## src/rtl/gif_lzw_decoder_defines.svh

```systemverilog
// Assertion macros shared by the decoder RTL.
`ifndef GIF_LZW_DECODER_DEFINES_SVH
`define GIF_LZW_DECODER_DEFINES_SVH

`ifndef SYNTHESIS
`define GLD_ASSERT(lbl, clk, rstn, prop) \
    lbl: assert property (@(posedge clk) disable iff (!rstn) prop) \
        else $error("assertion failed");
`define GLD_ASSERT_NEXT(lbl, clk, rstn, cond, expr) \
    lbl: assert property (@(posedge clk) disable iff (!rstn) (cond) |=> (expr)) \
        else $error("assertion failed");
`else
`define GLD_ASSERT(lbl, clk, rstn, prop)
`define GLD_ASSERT_NEXT(lbl, clk, rstn, cond, expr)
`endif

`endif

```

## src/rtl/gld_pkg.sv

```systemverilog
`timescale 1ns / 1ps
`default_nettype none
package gld_pkg;

    localparam int MAX_CODE_BITS_DEF = 12;
    localparam int STACK_DEPTH_DEF   = 4096;
    localparam int ACC_BITS          = 24;
    localparam int ACC_CNT_W         = 5;
    localparam int BYTE_W            = 8;
    localparam int MIN_SIZE_W        = 4;
    localparam int REQ_W             = 2;
    localparam int STAT_W            = 3;

    localparam logic [MIN_SIZE_W-1:0] MIN_SIZE_RESET = 4'd8;
    localparam logic [MIN_SIZE_W-1:0] MIN_SIZE_LO    = 4'd2;
    localparam logic [MIN_SIZE_W-1:0] MIN_SIZE_HI    = 4'd8;

    localparam logic [REQ_W-1:0] REQ_PUSH  = 2'd0;
    localparam logic [REQ_W-1:0] REQ_PULL  = 2'd1;
    localparam logic [REQ_W-1:0] REQ_START = 2'd2;

    typedef enum logic [STAT_W-1:0] {
        STAT_PIXEL = 3'd0,
        STAT_TAKEN = 3'd1,
        STAT_NEED  = 3'd2,
        STAT_FULL  = 3'd3,
        STAT_END   = 3'd4,
        STAT_ERROR = 3'd5
    } t_status;

    typedef enum logic [1:0] {
        K_PUSH,
        K_PULL,
        K_START,
        K_BAD
    } t_kind;

    typedef struct packed {
        t_kind             kind;
        logic [BYTE_W-1:0] data;
    } t_item;

endpackage
`default_nettype wire

```

## src/rtl/gld_front.sv

```systemverilog
`timescale 1ns / 1ps
`default_nettype none
`include "gif_lzw_decoder_defines.svh"
module gld_front (
    input  wire                         i_clk,
    input  wire                         i_rst_n,
    input  wire                         i_valid,
    output logic                        o_ready,
    input  wire  [gld_pkg::REQ_W-1:0]   i_req,
    input  wire  [gld_pkg::BYTE_W-1:0]  i_data,
    output logic                        o_q_valid,
    output gld_pkg::t_item              o_q_item,
    input  wire                         i_pop
);
    import gld_pkg::*;

    t_item      r_slot [2];
    logic       r_wp, r_rp;
    logic [1:0] r_cnt;
    t_kind      w_kind;
    logic       w_push;

    always_comb begin
        case (i_req)
            REQ_PUSH:  w_kind = K_PUSH;
            REQ_PULL:  w_kind = K_PULL;
            REQ_START: w_kind = K_START;
            default:   w_kind = K_BAD;
        endcase
    end

    assign o_ready   = (r_cnt != 2'd2);
    assign w_push    = i_valid && o_ready;
    assign o_q_valid = (r_cnt != 2'd0);
    assign o_q_item  = r_slot[r_rp];

    always_ff @(posedge i_clk) begin
        if (w_push) begin
            r_slot[r_wp] <= '{kind: w_kind, data: i_data};
        end
    end

    always_ff @(posedge i_clk) begin
        if (!i_rst_n) begin
            r_wp  <= 1'b0;
            r_rp  <= 1'b0;
            r_cnt <= 2'd0;
        end else begin
            if (w_push) r_wp <= ~r_wp;
            if (i_pop)  r_rp <= ~r_rp;
            r_cnt <= r_cnt + 2'(w_push) - 2'(i_pop);
        end
    end

    `GLD_ASSERT(a_cnt_bound, i_clk, i_rst_n, r_cnt <= 2'd2)
    `GLD_ASSERT(a_pop_nonempty, i_clk, i_rst_n, i_pop |-> (r_cnt != 2'd0))
    `GLD_ASSERT_NEXT(a_pop_drains, i_clk, i_rst_n, i_pop && !w_push, r_cnt == $past(r_cnt) - 2'd1)

endmodule
`default_nettype wire

```

## config.mk

```make
export PLATFORM = sky130hd
export DESIGN_NAME = gld_front
export DESIGN_NICKNAME = d
export VERILOG_FILES = /design/src/rtl/gld_pkg.sv /design/src/rtl/gld_front.sv
export VERILOG_INCLUDE_DIRS = /design/src /design/src/rtl
export SDC_FILE = /design/constraint.sdc
export NUM_CORES = 1
export LEC_CHECK = 0
export ABC_AREA = 1
export BUFFER_PORTS_ARGS = -buffer_cell sky130_fd_sc_hd__clkbuf_2
export CORE_MARGIN = 4
export CORE_UTILIZATION = 54
export DETAILED_ROUTE_END_ITERATION = 8
export GPL_TIMING_DRIVEN = 0
export PLACE_DENSITY_LB_ADDON = 0.12
export SKIP_CTS_REPAIR_TIMING = 1
export SLEW_MARGIN = 5
export SYNTH_ARGS = -nofsm -noshare
export SYNTH_HDL_FRONTEND = slang
export SYNTH_SLANG_ARGS = --single-unit
```

## constraint.sdc

```tcl
create_clock -name i_clk -period 3.8 [get_ports i_clk]
set_input_delay 1.14 -clock i_clk [delete_from_list [all_inputs] [get_ports i_clk]]
set_output_delay 1.14 -clock i_clk [all_outputs]
set_load 0.02 [all_outputs]
```

==> results.cfg <==
[placement]
io_buffers = 23
place_hpwl_um = 964
dp_slack_ns = 1.44
place_congestion = 0.622

[die]
rows = 15
start_util_pct = 57.8
die_h_um = 51.5
die_area_um2 = 2650
core_um2 = 1760
die_w_um = 51.5
ioPinCount = 26

[timing]
fin_ws_ns = 1.37
tns_ns = 0
period_minus_slack_ns = 2.43
slew_viol_final = 0
skew_ns = 0.00517
hold_viol_final = 0
slew_headroom_pct = 44.4
clock.fmax_mhz = 412
whs_ns = 0.517
setup_violations = 0
rsz0062_at_grt = no
tightest_slew_ns = 0.831
fin_crit_sh_pct = 63.9

[routing]
wl_met2_um = 693
drc = 0
via_count = 551
route.met3.wl_um = 83
drt_wl_total_um = 1380
drtIter0Drc = 4
vias_per_cell = 4.67
top_layer = met4
wire_per_inst_um = 11.7
drt-met1-wl_um = 593
drtPass1Iterations = 4
antenna_left = 0

[critical_path]
path_max_fanout = 10
path_buf_inv = 2
r2r_setup_slack_ns = 2.23
critPathKind = reg -> out
critPathSlowestCell = dfxtp_1
critPathLaunchType = flip-flop
rr_worst_depth = 4
r2r-end = r_slot[0][4]
cp_top_family = flip-flops
critPathRequiredTime_ns = 2.66
cpPeakStageDelay_ns = 0.34
cp_data_arrival_time_ns = 1.29
crit_chain = buf_6 > mux2_4 > clkbuf_2
worst_setup_path_end_kind = output pin
reg2reg_from = r_cnt[0]

[power]
p_int_mw = 0.417
powerDensity_nw_per_um2 = 476
combPwrFrac_pct = 22.3
clkPwrFrac_pct = 19.1
pwr-share-seq_pct = 58.6
p_leak_nw = 0.506
swShare_pct = 26.5
vdd_drop_max_mv = 0.292
p_sw_mw = 0.150

[final_layout]
post-route-util_pct = 67.6
finalNetCount = 109
drive_gt1_share_pct = 48.4
syn_to_final_growth_pct = 16.9
antennaDiodeCount = 0

[clock_network]
cts-root-buf = clkbuf_4
cts_tree = built
htreeDepth = 1
numCtsBuffers = 3
cts.sinks = 25
clock_latency_ns = 0.30
clk_pin_slew_ns = 0.11
cts_buffer_depth = 2

[synthesis]
yosys-top-cells-area = edfxtp_1 (59%), mux2_4 (15%), dfxtp_1 (9.8%)
synthesis.nets = 81
synth_top_area_share_pct = 58.9
yosysTopAreaCell = edfxtp_1
syn_area_um2 = 1020
synth-seq-area-share_pct = 68.7
yosysUniqueCellTypes = 15
yosysWarnings = 0
synthCells = 66
syn_avg_cell_area_um2 = 15.5
ys_ff_latch = 25

[status]
status = finished clean

[global_routing]
antenna_found_initial = 0
grt_max_degree = 14
grt_pass1_wl_um = 2370
grt_usage_pct = 12.3
grt_pass1_vias = 584
grt.overflow.total = 0

[hold_path]
hp-class = reg -> reg
hp-start = r_rp
hold_depth = 2

[run]
max-cap-violations = 0
-- placed cells by master (no fill, tap or decap), drive strengths merged --
cell type  instances
dfxtp              5
xnor2              1
nand3              1
inv                5
buf                1
a21oi              1
ha                 1
mux2              10
nand2             12
nor2               7
edfxtp            20
clkbuf            29
-- power by group through the flow --
stage                     clock (mW)  combinational [mW]  sequential, mW
after floorplan                    0              0.0932           0.337
after global placement             0               0.123           0.338
after detailed placement           0               0.126           0.339
after CTS                      0.112               0.128           0.333
after global routing           0.126               0.138           0.336
final                          0.109               0.126           0.332
-- kinds of logic (layout without fill, tap and decap cells) --
| family | count (synthesis) | after routing | share of synthesized area, % |
|---|---|---|---|
| flip-flops | 25 | 25 | 68.7 |
| AND/OR/NAND/NOR | 20 | 20 | 9.94 |
| multiplexers | 10 | 10 | 14.7 |
| buffers and inverters | 8 | 35 | 3.68 |
| adder cells (fa/ha/maj) | 1 | 1 | 1.23 |
| AO/OA/AOI/OAI | 1 | 1 | 0.859 |
| XOR/XNOR | 1 | 1 | 0.859 |
-- state kept, by name (all words and copies together) (netlist names), named ones only --
register / flops
r_slot: 20
r_cnt: 2
r_wp: 1
r_rp: 1
-- layout make-up --
cell class	instances	area (um2)
Multi-Input combinational cell	33	282
Buffer	3	18.8
Clock buffer	4	26.3
Sequential cell	25	701
Tap cell	25	31.3
Timing Repair Buffer	23	115
Inverter	5	18.8
Fill cell	147	572
-- cell usage after synthesis (all sizes together) --
master	n
nand3	1
ha	1
nand2	12
dfxtp	5
edfxtp	20
inv	5
mux2	10
a21oi	1
clkbuf	2
xnor2	1
nor2	7
buf	1
-- worst register-to-register path, delay by kind of cell (launching register included) --
family	cells	cell delay (ns)
buffers and inverters	1	0.06
and+or+nand+nor	3	0.80
DFF	1	0.35
-- routing by layer --
layer / vias up / global-route usage [%]
li1: 279 / -
met1: 254 / 14.8
met2: 16 / 21.6
met3: 2 / 2.04
met4: 0 / 5.24
met5: - / 0
-- worst max-delay path by stage --
stage	start	endpoint	slack (ns)	cells after the start
2_1_floorplan	i_valid	r_slot[0][0]	1.75	2
3_3_place_gp	i_valid	r_slot[0][0]	1.43	3
3_5_place_dp	i_valid	r_slot[0][0]	1.44	3
4_1_cts	flip-flop	o_q_item[8]	1.35	3
5_1_grt	flip-flop	o_q_item[8]	1.29	3
6_report	flip-flop	o_q_item[6]	1.37	3
-- stage by stage --
step / area (um2) / cells / power, mW
after CTS: 1190 / 118 / 0.573
after global routing: 1190 / 118 / 0.600
after detailed placement: 1170 / 114 / 0.466
after floorplan: 1020 / 66 / 0.430
after global placement: 1170 / 114 / 0.461
final: 1190 / 118 / 0.567
Power figures use the tool's default switching activity.
